File: src/vrc_pkg.sv
package vrc_pkg;

    // Field widths
    localparam int BYTE_W   = 8;
    localparam int POS_W    = 5;
    localparam int SUM_W    = 16;
    localparam int STATUS_W = 2;
    localparam int WORD_W   = 32;
    localparam int CFG_IDX_W = 2;
    localparam int OUT_TDATA_W = 24;

    // Result status codes
    localparam logic [STATUS_W-1:0] STATUS_OK         = 2'd0;
    localparam logic [STATUS_W-1:0] STATUS_SUM_FAIL   = 2'd1;
    localparam logic [STATUS_W-1:0] STATUS_MAGIC_FAIL = 2'd2;
    localparam logic [STATUS_W-1:0] STATUS_FORMAT_FAIL = 2'd3;

    // Configuration register indexes
    localparam logic [CFG_IDX_W-1:0] REG_FORMAT_VERSION = 2'd0;
    localparam logic [CFG_IDX_W-1:0] REG_CHECKSUM_ALGO  = 2'd1;
    localparam logic [CFG_IDX_W-1:0] REG_CODE_START     = 2'd2;
    localparam logic [CFG_IDX_W-1:0] REG_CODE_SIZE      = 2'd3;

    // Configuration reset values
    localparam logic [BYTE_W-1:0] FORMAT_VERSION_RST = 8'h01;
    localparam logic [BYTE_W-1:0] CHECKSUM_ALGO_RST  = 8'h01;
    localparam logic [WORD_W-1:0] CODE_START_RST     = 32'h0800_0000;
    localparam logic [WORD_W-1:0] CODE_SIZE_RST      = 32'h0004_0000;

    // Record layout
    localparam logic [POS_W-1:0] POS_FORMAT     = 5'd4;
    localparam logic [POS_W-1:0] POS_ALGO       = 5'd13;
    localparam logic [POS_W-1:0] POS_START_0    = 5'd14;
    localparam logic [POS_W-1:0] POS_START_1    = 5'd15;
    localparam logic [POS_W-1:0] POS_START_2    = 5'd16;
    localparam logic [POS_W-1:0] POS_START_3    = 5'd17;
    localparam logic [POS_W-1:0] POS_SIZE_0     = 5'd18;
    localparam logic [POS_W-1:0] POS_SIZE_1     = 5'd19;
    localparam logic [POS_W-1:0] POS_SIZE_2     = 5'd20;
    localparam logic [POS_W-1:0] POS_SIZE_3     = 5'd21;
    localparam logic [POS_W-1:0] POS_SUM_HIGH   = 5'd30;
    localparam logic [POS_W-1:0] POS_LAST       = 5'd31;
    localparam logic [POS_W-1:0] SUM_BYTES      = 5'd30;
    localparam logic [POS_W-1:0] MAGIC_BYTES    = 5'd4;

    // Magic bytes at the head of the record
    localparam logic [BYTE_W-1:0] MAGIC_0 = 8'h53;  // 'S'
    localparam logic [BYTE_W-1:0] MAGIC_1 = 8'h57;  // 'W'
    localparam logic [BYTE_W-1:0] MAGIC_2 = 8'h56;  // 'V'
    localparam logic [BYTE_W-1:0] MAGIC_3 = 8'h31;  // '1'

    // Bit positions of the result fields in the output word
    localparam int OUT_STATUS_LSB = 0;
    localparam int OUT_SUM_LSB    = STATUS_W;
    localparam int OUT_PAD_LSB    = STATUS_W + SUM_W;

endpackage

File: src/version_record_checker_unit.sv
// Channel   | Direction | Word contents (lowest bit up)         | Rate
// s_axis    | in        | [7:0] record_byte                     | one byte per cycle; byte 31 may stall
// m_axis    | out       | [1:0] status, [17:2] computed_sum,    | one word per 32 bytes
//           |           | [23:18] zero                          |
// cfg       | in        | index 0..3, 32-bit data               | one write per cycle
//
// Each byte is checked and summed in the cycle it is accepted; a new byte can be
// taken every cycle unless byte 31 stalls. The status word of a record is registered
// when byte 31 is accepted and appears on m_axis in the following cycle.
// Reset (synchronous, active low) returns the byte position to 0, clears the sum
// and flags, and loads the register reset values.
// While a status word waits on m_axis, bytes 0 to 30 of the next record are still
// accepted; only byte 31 stalls until the waiting word is taken.
module version_record_checker_unit (
    input  logic        i_clk,
    input  logic        i_rst_n,
    // Input bytes
    input  logic        s_axis_tvalid,
    output logic        s_axis_tready,
    input  logic [7:0]  s_axis_tdata,   // [7:0] record_byte
    // Status words
    output logic        m_axis_tvalid,
    input  logic        m_axis_tready,
    output logic [23:0] m_axis_tdata,   // [1:0] status, [17:2] computed_sum, [23:18] zero
    // Configuration writes
    input  logic        i_cfg_we,
    input  logic [1:0]  i_cfg_idx,
    input  logic [31:0] i_cfg_data
);

    // Configuration registers
    logic [vrc_pkg::BYTE_W-1:0] r_format_version;
    logic [vrc_pkg::BYTE_W-1:0] r_checksum_algo;
    logic [vrc_pkg::WORD_W-1:0] r_code_start;
    logic [vrc_pkg::WORD_W-1:0] r_code_size;

    // Record state
    logic [vrc_pkg::POS_W-1:0]  r_pos;
    logic [vrc_pkg::SUM_W-1:0]  r_sum;
    logic                       r_magic_bad;
    logic                       r_format_bad;
    logic [vrc_pkg::BYTE_W-1:0] r_sum_high;

    // Output register
    logic                                r_out_vld;
    logic [vrc_pkg::OUT_TDATA_W-1:0]     r_out_data;

    logic [vrc_pkg::SUM_W-1:0]    n_sum;
    logic [vrc_pkg::BYTE_W-1:0]   expect_byte;
    logic                         check_format;
    logic [vrc_pkg::BYTE_W-1:0]   magic_byte;
    logic                         magic_hit;
    logic                         format_hit;
    logic [vrc_pkg::SUM_W-1:0]    tail_sum;
    logic [vrc_pkg::STATUS_W-1:0] n_status;
    logic                         in_acc;
    logic                         is_last;

    // Only the last byte of a record needs room in the output register.
    assign is_last       = (r_pos == vrc_pkg::POS_LAST);
    assign s_axis_tready = !is_last || !r_out_vld || m_axis_tready;
    assign in_acc        = s_axis_tvalid && s_axis_tready;

    assign m_axis_tvalid = r_out_vld;
    assign m_axis_tdata  = r_out_data;

    // Running sum covers bytes 0 to 29.
    assign n_sum = (r_pos < vrc_pkg::SUM_BYTES) ? r_sum + {8'd0, s_axis_tdata} : r_sum;

    // Magic byte expected at the current position.
    always_comb begin
        unique case (r_pos[1:0])
            2'd0:    magic_byte = vrc_pkg::MAGIC_0;
            2'd1:    magic_byte = vrc_pkg::MAGIC_1;
            2'd2:    magic_byte = vrc_pkg::MAGIC_2;
            default: magic_byte = vrc_pkg::MAGIC_3;
        endcase
    end
    assign magic_hit = (r_pos < vrc_pkg::MAGIC_BYTES) && (s_axis_tdata != magic_byte);

    // Register byte expected at the current position; the code start and size
    // words are stored big-endian.
    always_comb begin
        check_format = 1'b1;
        expect_byte  = '0;
        case (r_pos)
            vrc_pkg::POS_FORMAT:  expect_byte = r_format_version;
            vrc_pkg::POS_ALGO:    expect_byte = r_checksum_algo;
            vrc_pkg::POS_START_0: expect_byte = r_code_start[31:24];
            vrc_pkg::POS_START_1: expect_byte = r_code_start[23:16];
            vrc_pkg::POS_START_2: expect_byte = r_code_start[15:8];
            vrc_pkg::POS_START_3: expect_byte = r_code_start[7:0];
            vrc_pkg::POS_SIZE_0:  expect_byte = r_code_size[31:24];
            vrc_pkg::POS_SIZE_1:  expect_byte = r_code_size[23:16];
            vrc_pkg::POS_SIZE_2:  expect_byte = r_code_size[15:8];
            vrc_pkg::POS_SIZE_3:  expect_byte = r_code_size[7:0];
            default:              check_format = 1'b0;
        endcase
    end
    assign format_hit = check_format && (s_axis_tdata != expect_byte);

    // Status priority: sum, then magic, then format.
    assign tail_sum = {r_sum_high, s_axis_tdata};
    always_comb begin
        if (tail_sum != r_sum) begin
            n_status = vrc_pkg::STATUS_SUM_FAIL;
        end else if (r_magic_bad) begin
            n_status = vrc_pkg::STATUS_MAGIC_FAIL;
        end else if (r_format_bad) begin
            n_status = vrc_pkg::STATUS_FORMAT_FAIL;
        end else begin
            n_status = vrc_pkg::STATUS_OK;
        end
    end

    // Configuration write port; every index of the 2-bit field is a register.
    always_ff @(posedge i_clk) begin
        if (!i_rst_n) begin
            r_format_version <= vrc_pkg::FORMAT_VERSION_RST;
            r_checksum_algo  <= vrc_pkg::CHECKSUM_ALGO_RST;
            r_code_start     <= vrc_pkg::CODE_START_RST;
            r_code_size      <= vrc_pkg::CODE_SIZE_RST;
        end else if (i_cfg_we) begin
            unique case (i_cfg_idx)
                vrc_pkg::REG_FORMAT_VERSION: r_format_version <= i_cfg_data[7:0];
                vrc_pkg::REG_CHECKSUM_ALGO:  r_checksum_algo  <= i_cfg_data[7:0];
                vrc_pkg::REG_CODE_START:     r_code_start     <= i_cfg_data;
                default:                     r_code_size      <= i_cfg_data;
            endcase
        end
    end

    // Record state update on each accepted byte.
    always_ff @(posedge i_clk) begin
        if (!i_rst_n) begin
            r_pos        <= '0;
            r_sum        <= '0;
            r_magic_bad  <= 1'b0;
            r_format_bad <= 1'b0;
            r_sum_high   <= '0;
        end else if (in_acc) begin
            r_pos <= r_pos + 5'd1;
            if (is_last) begin
                r_sum        <= '0;
                r_magic_bad  <= 1'b0;
                r_format_bad <= 1'b0;
                r_sum_high   <= '0;
            end else begin
                r_sum        <= n_sum;
                r_magic_bad  <= r_magic_bad || magic_hit;
                r_format_bad <= r_format_bad || format_hit;
                if (r_pos == vrc_pkg::POS_SUM_HIGH) begin
                    r_sum_high <= s_axis_tdata;
                end
            end
        end
    end

    // Output register: loaded by byte 31, emptied when the word is taken.
    always_ff @(posedge i_clk) begin
        if (!i_rst_n) begin
            r_out_vld <= 1'b0;
        end else if (in_acc && is_last) begin
            r_out_vld <= 1'b1;
        end else if (m_axis_tready) begin
            r_out_vld <= 1'b0;
        end
    end

    always_ff @(posedge i_clk) begin
        if (in_acc && is_last) begin
            r_out_data <= {6'd0, r_sum, n_status};
        end
    end

endmodule

File: config.mk
export PLATFORM = sky130hd
export DESIGN_NAME = version_record_checker_unit
export DESIGN_NICKNAME = d
export VERILOG_FILES = /design/src/vrc_pkg.sv /design/src/version_record_checker_unit.sv
export SDC_FILE = /design/constraint.sdc
export NUM_CORES = 1
export LEC_CHECK = 0
export BUFFER_PORTS_ARGS = -buffer_cell sky130_fd_sc_hd__buf_2
export CAP_MARGIN = 40
export CORE_UTILIZATION = 55
export CTS_BUF_LIST = sky130_fd_sc_hd__clkbuf_8
export DETAILED_ROUTE_END_ITERATION = 16
export PLACE_DENSITY = 0.76
export SYNTH_ARGS = -nofsm -noshare
export SYNTH_HDL_FRONTEND = slang
export SYNTH_SLANG_ARGS = --single-unit
File: constraint.sdc
create_clock -name i_clk -period 4.1 [get_ports i_clk]
set_clock_uncertainty 0.15 [all_clocks]
set_input_delay 0.82 -clock i_clk [delete_from_list [all_inputs] [get_ports i_clk]]
set_output_delay 0.82 -clock i_clk [all_outputs]
set_load 0.05 [all_outputs]
==> impl_metrics.yaml, run 1 <==
sta:
  setup_ws_ps: 553
  rsz0062_at_grt: "false"
  hold_viol: 0
  tightest_slew_ps: 750
  period_needed_ps: 3550
  slew_violations: 0
  slew_headroom: 0.500
  period_share: 0.865
  fmax_ghz: 0.282
  setup_violations: 0
  setup_tns_ps: 0
finish:
  drive_above_1_share: 0.151
  fin_cells: 877
  syn_to_final_growth_pct: 11.8
  antenna_cells: 0
  nets: 789
synthesis:
  synth.avg_cell_area_um2: 9.22
  synth_compound_area_frac: 0.173
  netlist.area_leader.share: 0.361
  dominantRegCellSynth: "dfxtp_1"
  synthArstFlopShare: 0
  synth_top_family_by_area: "simple AND/OR/NAND/NOR gates"
  synth.area.top_cells: "dfxtp_1 (36%), nand2_1 (8.8%), edfxtp_1 (8.7%)"
  synthAdderAreaFrac: 0.0354
  synth_seq_cells: 130
  synthDistinctLibCells: 62
  synthSimpleGateAreaFrac: 0.207
  seq_area_frac_synth: 0.448
  synth_area_mm2: 0.00621
  synth_xor_area_frac: 0.0423
  synth-edff-count: 18
  synth_cells: 674
  yosysWarnings: 0
  muxShareOfSynthArea: 0.0483
  synth_top_area_cell: "dfxtp_1"
power_and_ir_drop:
  max-vdd-ir-drop_v: 0.000231
  p_int_mw: 2.05
  combPwrFrac: 0.104
  switching_share: 0.244
  power_frac_seq: 0.502
  clkPwrFrac: 0.395
  power.density_mw_per_mm2: 391
  cellLeakagePower_nw: 2.67
  power_switching_uw: 665
die:
  start_util: 0.568
  die_area_mm2: 0.0117
  num_io_pins: 73
  die_width_um: 108
  die_h_um: 108
  num_rows: 38
  coreArea_mm2: 0.0109
clock_tree:
  clk_pin_slew_ps: 70
  clkSinkCount: 130
  cts_buffers: 17
  hold_buffers: 0
  ctsLongestPathBuffers: 2
  clkLatencyLatePin_ps: 440
  cts_resized: 0
  cts_max_level: 4
  cts_tree: "yes"
  cts_root_buffer: "clkbuf_8"
  cts_setup_buffers: 0
global_route:
  track_usage: 0.274
  grt_max_degree: 49
  overflow: 0
  antenna_found_initial: 0
  grt_pass1_vias: 4851
  grt_pass1_wl_um: 24500
placed_design:
  dp_hpwl_um: 10500
  dpl.cell_count: 846
  gp_routability_congestion: 0.854
  pre_cts_slack_ps: 951
  io_buffer_count: 66
route:
  firstDrtPassIters: 5
  drc: 0
  post_drt_wl_per_cell_um: 17.1
  wirelength_um: 15000
  drt_iter0_drc: 388
  num_vias: 5032
  vias_per_cell: 5.74
  antenna_left: 0
hold_path:
  hold_class: "reg -> reg"
setup_path:
  path_max_fanout: 16
  startpoint_type: "flip-flop"
  critPathRequiredTime_ps: 3130
  crit_type: "reg -> out"
  worst_setup_path_end_kind: "output port"
  arrival_ps: 2580
run:
  drv_cap: 0
outcome:
  run_status: "completed"
-- layout make-up --
class / count / area, um2
repair buffers: 74 / 390
clock inverters: 12 / 129
flip-flops and latches: 130 / 2780
inverters: 11 / 41.3
fillers: 912 / 3990
well taps: 140 / 175
clock buffers: 19 / 262
multi-input cells: 491 / 3170
-- worst paths after layout --
| check | end | cells past startpoint | start | slack [ps] |
|---|---|---|---|---|
| setup / recovery | s_axis_tready | 5 | r_pos[1]$_SDFFE_PN0P_ | 550 |
| hold / removal | r_code_start[6]$_SDFFE_PN0P_ | 2 | r_code_start[6]$_SDFFE_PN0P_ | 320 |
| setup reg to reg | r_sum[15]$_SDFFE_PN0P_ | 10 | r_pos[1]$_SDFFE_PN0P_ | 980 |
| hold reg to reg | r_code_start[6]$_SDFFE_PN0P_ | 2 | r_code_start[6]$_SDFFE_PN0P_ | 320 |
-- power groups by stage --
stage	registers (mW)	clock network, mW	logic (mW)
finish	1.36	1.07	0.282
global route	1.37	1.14	0.312
CTS	1.36	1.09	0.280
detailed placement	1.39	0	0.277
global placement	1.39	0	0.270
floorplan	1.38	0	0.204
-- worst max-delay path, cell delays in order (launching register included) --
cell	delay (ps)
dfxtp_1	500
ha_1	260
and3_1	210
ha_1	580
nand3b_1	300
buf_2	290
-- sequential cells by signal (all words and copies together), names as in the netlist --
signal and cells:
m_axis_tdata 18, m_axis_tvalid 1, r_checksum_algo 8, r_code_size 32, r_code_start 32, r_format_bad 1, r_format_version 8, r_magic_bad 1
r_pos 5, r_sum 16, r_sum_high 8
-- metrics by stage --
step	area (um2)	total power [mW]	hold slack, ps	util
finish	6950	2.72	317	0.635
global route	6950	2.82	342	0.635
CTS	6950	2.73	319	0.635
detailed placement	6560	1.67	309	0.600
global placement	6560	1.66	301	0.600
floorplan	6230	1.58	284	-
-- cells in the final DEF, fill, tap and decap left out, types with 2 or more instances in the layout --
cell / netlist / routed
a221oi_1: 7 / 7
buf_2: 2 / 66
o21ai_1: 2 / 2
a22oi_1: 23 / 23
nor2_1: 20 / 19
ha_1: 16 / 16
a211oi_1: 5 / 5
inv_1: 11 / 18
xor2_1: 14 / 14
and2_1: 5 / 5
xnor2_1: 16 / 16
a21o_1: 2 / 2
nand3_1: 17 / 17
nor3b_1: 3 / 3
edfxtp_1: 18 / 18
a222oi_1: 2 / 2
nor3_1: 5 / 5
a21boi_0: 66 / 66
conb_1: 1 / 6
clkbuf_8: 0 / 19
o21a_1: 4 / 4
dfxtp_1: 112 / 112
nand4_1: 8 / 8
nor4_1: 7 / 7
a21oi_1: 7 / 7
o22ai_1: 6 / 6
o21ai_0: 7 / 7
o211a_1: 2 / 2
nand2_2: 2 / 2
and3_1: 7 / 7
buf_4: 7 / 8
nand2_1: 145 / 145
nand2b_1: 2 / 2
bufinv_16: 0 / 3
nor2b_1: 29 / 29
mux2i_1: 30 / 30
nand3b_1: 3 / 3
-- cell families after synthesis --
group                      after synthesis
AOI/OAI and AO/OA                      143
xor gates and xnor gates                30
adders and majority gates               17
buffers and inverters                   58
DFF                                    130
muxes                                   30
other                                    1
and+or+nand+nor                        265
-- Yosys cell counts, drive strengths merged, types with 8 or more instances --
library cell / instances
dfxtp: 112
nand2: 147
o21ai: 9
xor2: 14
a221oi: 8
edfxtp: 18
inv: 11
nand3: 17
nor2: 20
xnor2: 16
buf: 17
nor2b: 29
nand4: 8
clkbuf: 30
a21boi: 66
mux2i: 30
nor4: 8
ha: 16
a22oi: 23
-- per-layer routing --
layer	GRT usage	vias up	wire (um)
met5	0	-	0
met2	0.430	191	6900
met4	0.0975	0	235
met3	0.0500	22	1100
met1	0.377	2373	6740
li1	-	2446	-
No activity file was read; power rests on OpenSTA's default activity.
==> inputs of run 2 (changes only) <==
--- a/config.mk
+++ b/config.mk
@@ -5,12 +5,13 @@
 export SDC_FILE = /design/constraint.sdc
 export NUM_CORES = 1
 export LEC_CHECK = 0
+export ABC_AREA = 1
 export BUFFER_PORTS_ARGS = -buffer_cell sky130_fd_sc_hd__buf_2
 export CAP_MARGIN = 40
-export CORE_UTILIZATION = 55
+export CORE_UTILIZATION = 65
 export CTS_BUF_LIST = sky130_fd_sc_hd__clkbuf_8
 export DETAILED_ROUTE_END_ITERATION = 16
-export PLACE_DENSITY = 0.76
+export PLACE_DENSITY = 0.88
 export SYNTH_ARGS = -nofsm -noshare
 export SYNTH_HDL_FRONTEND = slang
 export SYNTH_SLANG_ARGS = --single-unit
==> run 2 against run 1 <==
  * Final cell count increased by 19%
  * Clock-buffer cell count decreased by 2
  * Core utilization increased by 12 points
  * Combinational power increased by 2%
  * Global-route usage increased by 8.2 points
  * Fmax increased by 17%
  * Non-clock buffer count decreased by 2
  * Sequential share of layout area about the same
  * Register-to-register slack improved by 90 ps
  * Critical endpoint is now r_sum_high[4]$_SDFFE_PN0P_
==> impl_metrics.yaml, run 2 <==
clock_tree:
  clkSinkCount: 130
  clk_pin_slew_ps: 90
  cts_setup_buffers: 0
  hold_buffers: 0
  cts_tree: "yes"
  cts_max_level: 4
  ctsLongestPathBuffers: 2
  cts_root_buffer: "clkbuf_8"
  clkLatencyLatePin_ps: 430
  cts_resized: 0
  cts_buffers: 17
synthesis:
  synthDistinctLibCells: 38
  synthSimpleGateAreaFrac: 0.313
  muxShareOfSynthArea: 0
  synth.area.top_cells: "dfxtp_1 (36%), nor2_1 (12%), nand2_1 (11%)"
  yosysWarnings: 0
  synth_common_cells: "nor2_1 (194), nand2_1 (174), dfxtp_1 (112), o21ai_0 (92), inv_1 (55)"
  synth_compound_area_frac: 0.123
  netlist.area_leader.share: 0.365
  synthAdderAreaFrac: 0.0358
  synthArstFlopShare: 0
  dominantRegCellSynth: "dfxtp_1"
  synth_most_common_cell: "nor2_1"
  seq_area_frac_synth: 0.453
  synth_xor_area_frac: 0.0128
  synth_seq_cells: 130
  synth_top_area_cell: "dfxtp_1"
  synth-edff-count: 18
  synth_area_mm2: 0.00614
  synth.avg_cell_area_um2: 7.18
  synth_cells: 856
  synth_top_family_by_area: "simple AND/OR/NAND/NOR gates"
setup_path:
  critPathRequiredTime_ps: 4300
  max_stage_delay_ps: 480
  crit_type: "reg -> reg"
  worst_setup_path_end_kind: "flip-flop"
  crit_path_frequent_cell: "nand2_1"
  cp_slowest_cell: "a31oi_2"
  startpoint_type: "flip-flop"
  arrival_ps: 3220
  crit_chain: "ha_1 -> inv_1 -> nor2_1 -> ha_1 -> nand2_1 -> nand2_2 -> inv_2 -> nand2_1 -> inv_1 -> a31oi_2 -> nand2_1 -> a21oi_1"
  path_max_fanout: 20
outcome:
  run_status: "completed"
hold_path:
  hold_class: "reg -> reg"
route:
  vias_per_cell: 5.87
  wirelength_um: 16600
  antenna_left: 0
  drt_iter0_drc: 539
  num_vias: 6115
  firstDrtPassIters: 6
  post_drt_wl_per_cell_um: 16.0
  drc: 0
sta:
  period_needed_ps: 3030
  rsz0062_at_grt: "false"
  slew_headroom: 0.463
  setup_violations: 0
  hold_viol: 0
  slew_violations: 0
  period_share: 0.738
  tightest_slew_ps: 799
  setup_tns_ps: 0
  fmax_ghz: 0.331
  holdWs_ps: 287
global_route:
  track_usage: 0.356
  grt_pass1_vias: 6004
  overflow: 0
  antenna_found_initial: 0
  grt_max_degree: 64
  grt_pass1_wl_um: 27400
finish:
  nets: 982
  fin_cells: 1042
  drive_above_1_share: 0.130
  most-common-layout-cells: "nor2_1 (194), nand2_1 (174), dfxtp_1 (112)"
  final_area_mm2: 0.00695
  final_common_cell: "nor2_1"
  syn_to_final_growth_pct: 13.1
  antenna_cells: 0
die:
  die_width_um: 99.2
  coreArea_mm2: 0.00920
  num_io_pins: 73
  num_rows: 35
  die_h_um: 99.2
  die_area_mm2: 0.00985
  start_util: 0.668
placed_design:
  dp_hpwl_um: 11800
  dpl.cell_count: 1010
  place_area_mm2: 0.00655
  gp_routability_congestion: 0.981
  io_buffer_count: 66
power_and_ir_drop:
  power_switching_uw: 789
  max-vdd-ir-drop_v: 0.000289
  cellLeakagePower_nw: 3.21
  combPwrFrac: 0.103
  clkPwrFrac: 0.400
  switching_share: 0.283
  power.density_mw_per_mm2: 401
  power_frac_seq: 0.496
  p_int_mw: 2.00
run:
  drv_cap: 0
## run 2: worst paths after layout
| path | from | end | slack, ps | cells after the start |
|---|---|---|---|---|
| worst max-delay path | r_pos[1]$_SDFFE_PN0P_ | r_sum_high[4]$_SDFFE_PN0P_ | 1070 | 12 |
| worst min-delay path | r_sum[12]$_SDFFE_PN0P_ | m_axis_tdata[14]$_DFFE_PP_ | 290 | 0 |
| worst max register to register | r_pos[1]$_SDFFE_PN0P_ | r_sum_high[4]$_SDFFE_PN0P_ | 1070 | 12 |
| worst min register to register | r_sum[12]$_SDFFE_PN0P_ | m_axis_tdata[14]$_DFFE_PP_ | 290 | 0 |
## run 2: cell families (layout without fill, tap and decap cells)
family                     count (synthesis)  in the layout
and+or+nand+nor                          464            464
AOI/OAI and AO/OA                        140            140
DFF                                      130            130
buffers and inverters                     95            165
adders and majority gates                 17             17
xor gates and xnor gates                   9              9
other                                      1              6
## run 2: cell type report
class,instances,area [um2]
multi-input cells,636,3000
flip-flops and latches,130,2780
fillers,722,2250
repair buffers,72,395
clock buffers,17,234
inverters,61,229
clock inverters,15,170
well taps,111,139
## run 2: worst max-delay path: cells and delay by family (launching register included)
family / cells / cell delay [ps]
compound gates: 2 / 630
simple gates: 5 / 610
fa+ha+maj: 2 / 560
buf+inv: 3 / 520
flops: 1 / 470
## run 2: power groups by stage
stage | Clock (mW) | Sequential (mW) | Combinational, mW
floorplan | 0 | 1.39 | 0.200
global placement | 0 | 1.41 | 0.266
detailed placement | 0 | 1.41 | 0.279
CTS | 1.12 | 1.38 | 0.282
global route | 1.18 | 1.39 | 0.321
finish | 1.12 | 1.38 | 0.287
## run 2: stage by stage
stage | total power, mW | setup WS [ps] | utilization
2_1_floorplan | 1.59 | 1240 | -
3_3_place_gp | 1.67 | 1120 | 0.709
3_5_place_dp | 1.69 | 1030 | 0.712
4_1_cts | 2.79 | 1070 | 0.756
5_1_grt | 2.89 | 809 | 0.756
6_report | 2.79 | 1070 | 0.756
## run 2: routing by layer
metal / track usage / part of all wire / up-vias
met2: 0.621 / 0.49 / 334
met3: 0.0857 / 0.081 / 80
li1: - / - / 2920
met5: 0 / 0 / -
met4: 0.222 / 0.053 / 0
met1: 0.390 / 0.37 / 2781
==> inputs of run 3 (changes only) <==
--- a/config.mk
+++ b/config.mk
@@ -5,13 +5,13 @@
 export SDC_FILE = /design/constraint.sdc
 export NUM_CORES = 1
 export LEC_CHECK = 0
-export ABC_AREA = 1
+export ABC_AREA = 0
 export BUFFER_PORTS_ARGS = -buffer_cell sky130_fd_sc_hd__buf_2
 export CAP_MARGIN = 40
-export CORE_UTILIZATION = 65
+export CORE_UTILIZATION = 60
 export CTS_BUF_LIST = sky130_fd_sc_hd__clkbuf_8
 export DETAILED_ROUTE_END_ITERATION = 16
-export PLACE_DENSITY = 0.88
+export PLACE_DENSITY = 0.82
 export SYNTH_ARGS = -nofsm -noshare
 export SYNTH_HDL_FRONTEND = slang
 export SYNTH_SLANG_ARGS = --single-unit
==> constraint.sdc (replaced) <==
create_clock -name i_clk -period 2.9 [get_ports i_clk]
set_clock_uncertainty 0.15 [all_clocks]
set_input_delay 0.58 -clock i_clk [delete_from_list [all_inputs] [get_ports i_clk]]
set_output_delay 0.58 -clock i_clk [all_outputs]
set_load 0.05 [all_outputs]
==> run 3 against run 2 <==
  * Clock power grew 49%
  * Sequential share of layout area is 0.59 points lower
  * Setup slack worse by 900 ps
  * First-iteration DRC count is 41% lower
  * Via count decreased by 16%
  * Wire length fell by 11%
  * Final cell count shrank 16%
==> impl_metrics.yaml, run 3 (synthesis results as in run 1) <==
outcome:
  run_status: "completed"
clock_tree:
  cts_buffers: 17
  clkLatencyLatePin_ps: 450
  ctsLongestPathBuffers: 2
  cts_max_level: 4
  cts_tree: "yes"
  clk_pin_slew_ps: 80
  cts_root_buffer: "clkbuf_8"
  clkSinkCount: 130
  cts_setup_buffers: 0
setup_path:
  r2r_start: "r_pos[0]$_SDFFE_PN0P_"
  max_stage_delay_ps: 460
  critPathRequiredTime_ps: 2170
  path_max_fanout: 6
  worst_setup_path_end_kind: "output port"
  worstSetupEndpoint: "s_axis_tready"
  r2r-end: "r_format_bad$_SDFFE_PN0P_"
  cp_slowest_cell: "dfxtp_1"
  critPathLaunch: "r_pos[0]$_SDFFE_PN0P_"
  startpoint_type: "flip-flop"
  crit_type: "reg -> out"
  crit_chain: "ha_1 -> and3_1 -> ha_2 -> nand3b_1 -> buf_2"
  reg2regPathDepth: 8
  r2r_setup_slack_ps: 290
  arrival_ps: 2000
finish:
  antenna_cells: 0
  nets: 797
  final_area_mm2: 0.00706
  most-common-layout-cells: "nand2_1 (145), dfxtp_1 (111), a21boi_0 (66), buf_2 (66), mux2i_1 (30)"
  final_common_cell: "nand2_1"
  syn_to_final_growth_pct: 13.6
  drive_above_1_share: 0.173
  fin_cells: 879
sta:
  hold_viol: 0
  tightest_slew_ps: 740
  period_needed_ps: 2730
  period_share: 0.941
  slew_headroom: 0.507
  fmax_ghz: 0.367
  slew_violations: 0
  setup_violations: 0
  setup_tns_ps: 0
  rsz0062_at_grt: "false"
power_and_ir_drop:
  power.density_mw_per_mm2: 567
  max-vdd-ir-drop_v: 0.000320
  cellLeakagePower_nw: 2.70
  power_mw: 4.00
hold_path:
  hold_class: "in -> reg"
global_route:
  grt_max_degree: 49
  track_usage: 0.287
  grt_pass1_wl_um: 24000
  overflow: 0
  grt_pass1_vias: 4972
  antenna_found_initial: 0
die:
  num_rows: 36
  die_width_um: 104
  coreArea_mm2: 0.00991
  die_h_um: 104
  num_io_pins: 73
  start_util: 0.627
  die_area_mm2: 0.0108
placed_design:
  dpl.cell_count: 847
  place_area_mm2: 0.00662
  io_buffer_count: 66
  gp_routability_congestion: 0.903
  dp_hpwl_um: 10300
route:
  post_drt_wl_per_cell_um: 16.9
  num_vias: 5118
  antenna_left: 0
  vias_per_cell: 5.82
  wirelength_um: 14800
  firstDrtPassIters: 5
  drc: 0
  drt_iter0_drc: 319
run:
  drv_cap: 0
==> run 3: cell types whose count changed in the layout (fill, tap and decap cells not counted), sizes merged, moves of 28 or more <==
cell,previous run,this run
o21ai,93,9
nor2,197,20
nand3,54,17
a21boi,0,66
nor2b,0,29
nand2,175,147
mux2i,0,30
a21oi,36,7
inv,67,17
==> run 3: per-layer routing <==
layer  global-route usage  share of wire
met5                    0              0
met4                0.147          0.039
met3               0.0755          0.062
met2                0.503           0.50
met1                0.321           0.40
==> run 3: worst min path at each step <==
stage	slack, ps	to	startpoint	depth (start not counted)
6_report	230	r_code_size[16]$_SDFFE_PN0P_	i_cfg_data[16]	3
5_1_grt	210	r_code_start[20]$_SDFFE_PN0P_	i_cfg_data[20]	3
4_1_cts	200	r_code_start[27]$_SDFFE_PN1P_	i_cfg_data[27]	3
3_5_place_dp	300	m_axis_tdata[8]$_DFFE_PP_	r_sum[6]$_SDFFE_PN0P_	0
3_3_place_gp	300	m_axis_tdata[9]$_DFFE_PP_	r_sum[7]$_SDFFE_PN0P_	0
2_1_floorplan	280	m_axis_tdata[9]$_DFFE_PP_	r_sum[7]$_SDFFE_PN0P_	0
==> run 3: power breakdown <==
part           switching [mW]  internal (mW)  leakage, nW
sequential             0.0449           1.88         1.10
combinational           0.242          0.163         1.39
clock                   0.763          0.910        0.211
==> run 3: repair_timing <==
action	4_1_cts	5_1_grt
hold buffers	0	0
setup endpoints to repair	0	1
resized for setup	0	2
==> run 3: cell type report <==
cell class | count | area [um2]
clock buffer | 19 | 262
clock inverter | 13 | 171
fill | 775 | 2850
inverter | 11 | 41.3
multi-input combinational | 491 | 3170
sequential | 130 | 2780
tap | 133 | 166
timing repair buffer | 82 | 463
==> run 3: worst max-delay path, delay by kind of cell, from the launching register on <==
family,cells,cell delay [ps]
buffers and inverters,1,250
flip-flops,1,460
AND/OR/NAND/NOR,2,360
adder cells (fa/ha/maj),2,470
==> run 3: per-stage QoR <==
stage,hold WS (ps),util,setup slack (ps)
final,229,0.712,172
after global routing,209,0.712,47.3
after CTS,204,0.712,55.5
after detailed placement,299,0.668,-29.5
after global placement,298,0.668,91.3
after floorplan,284,-,89.4
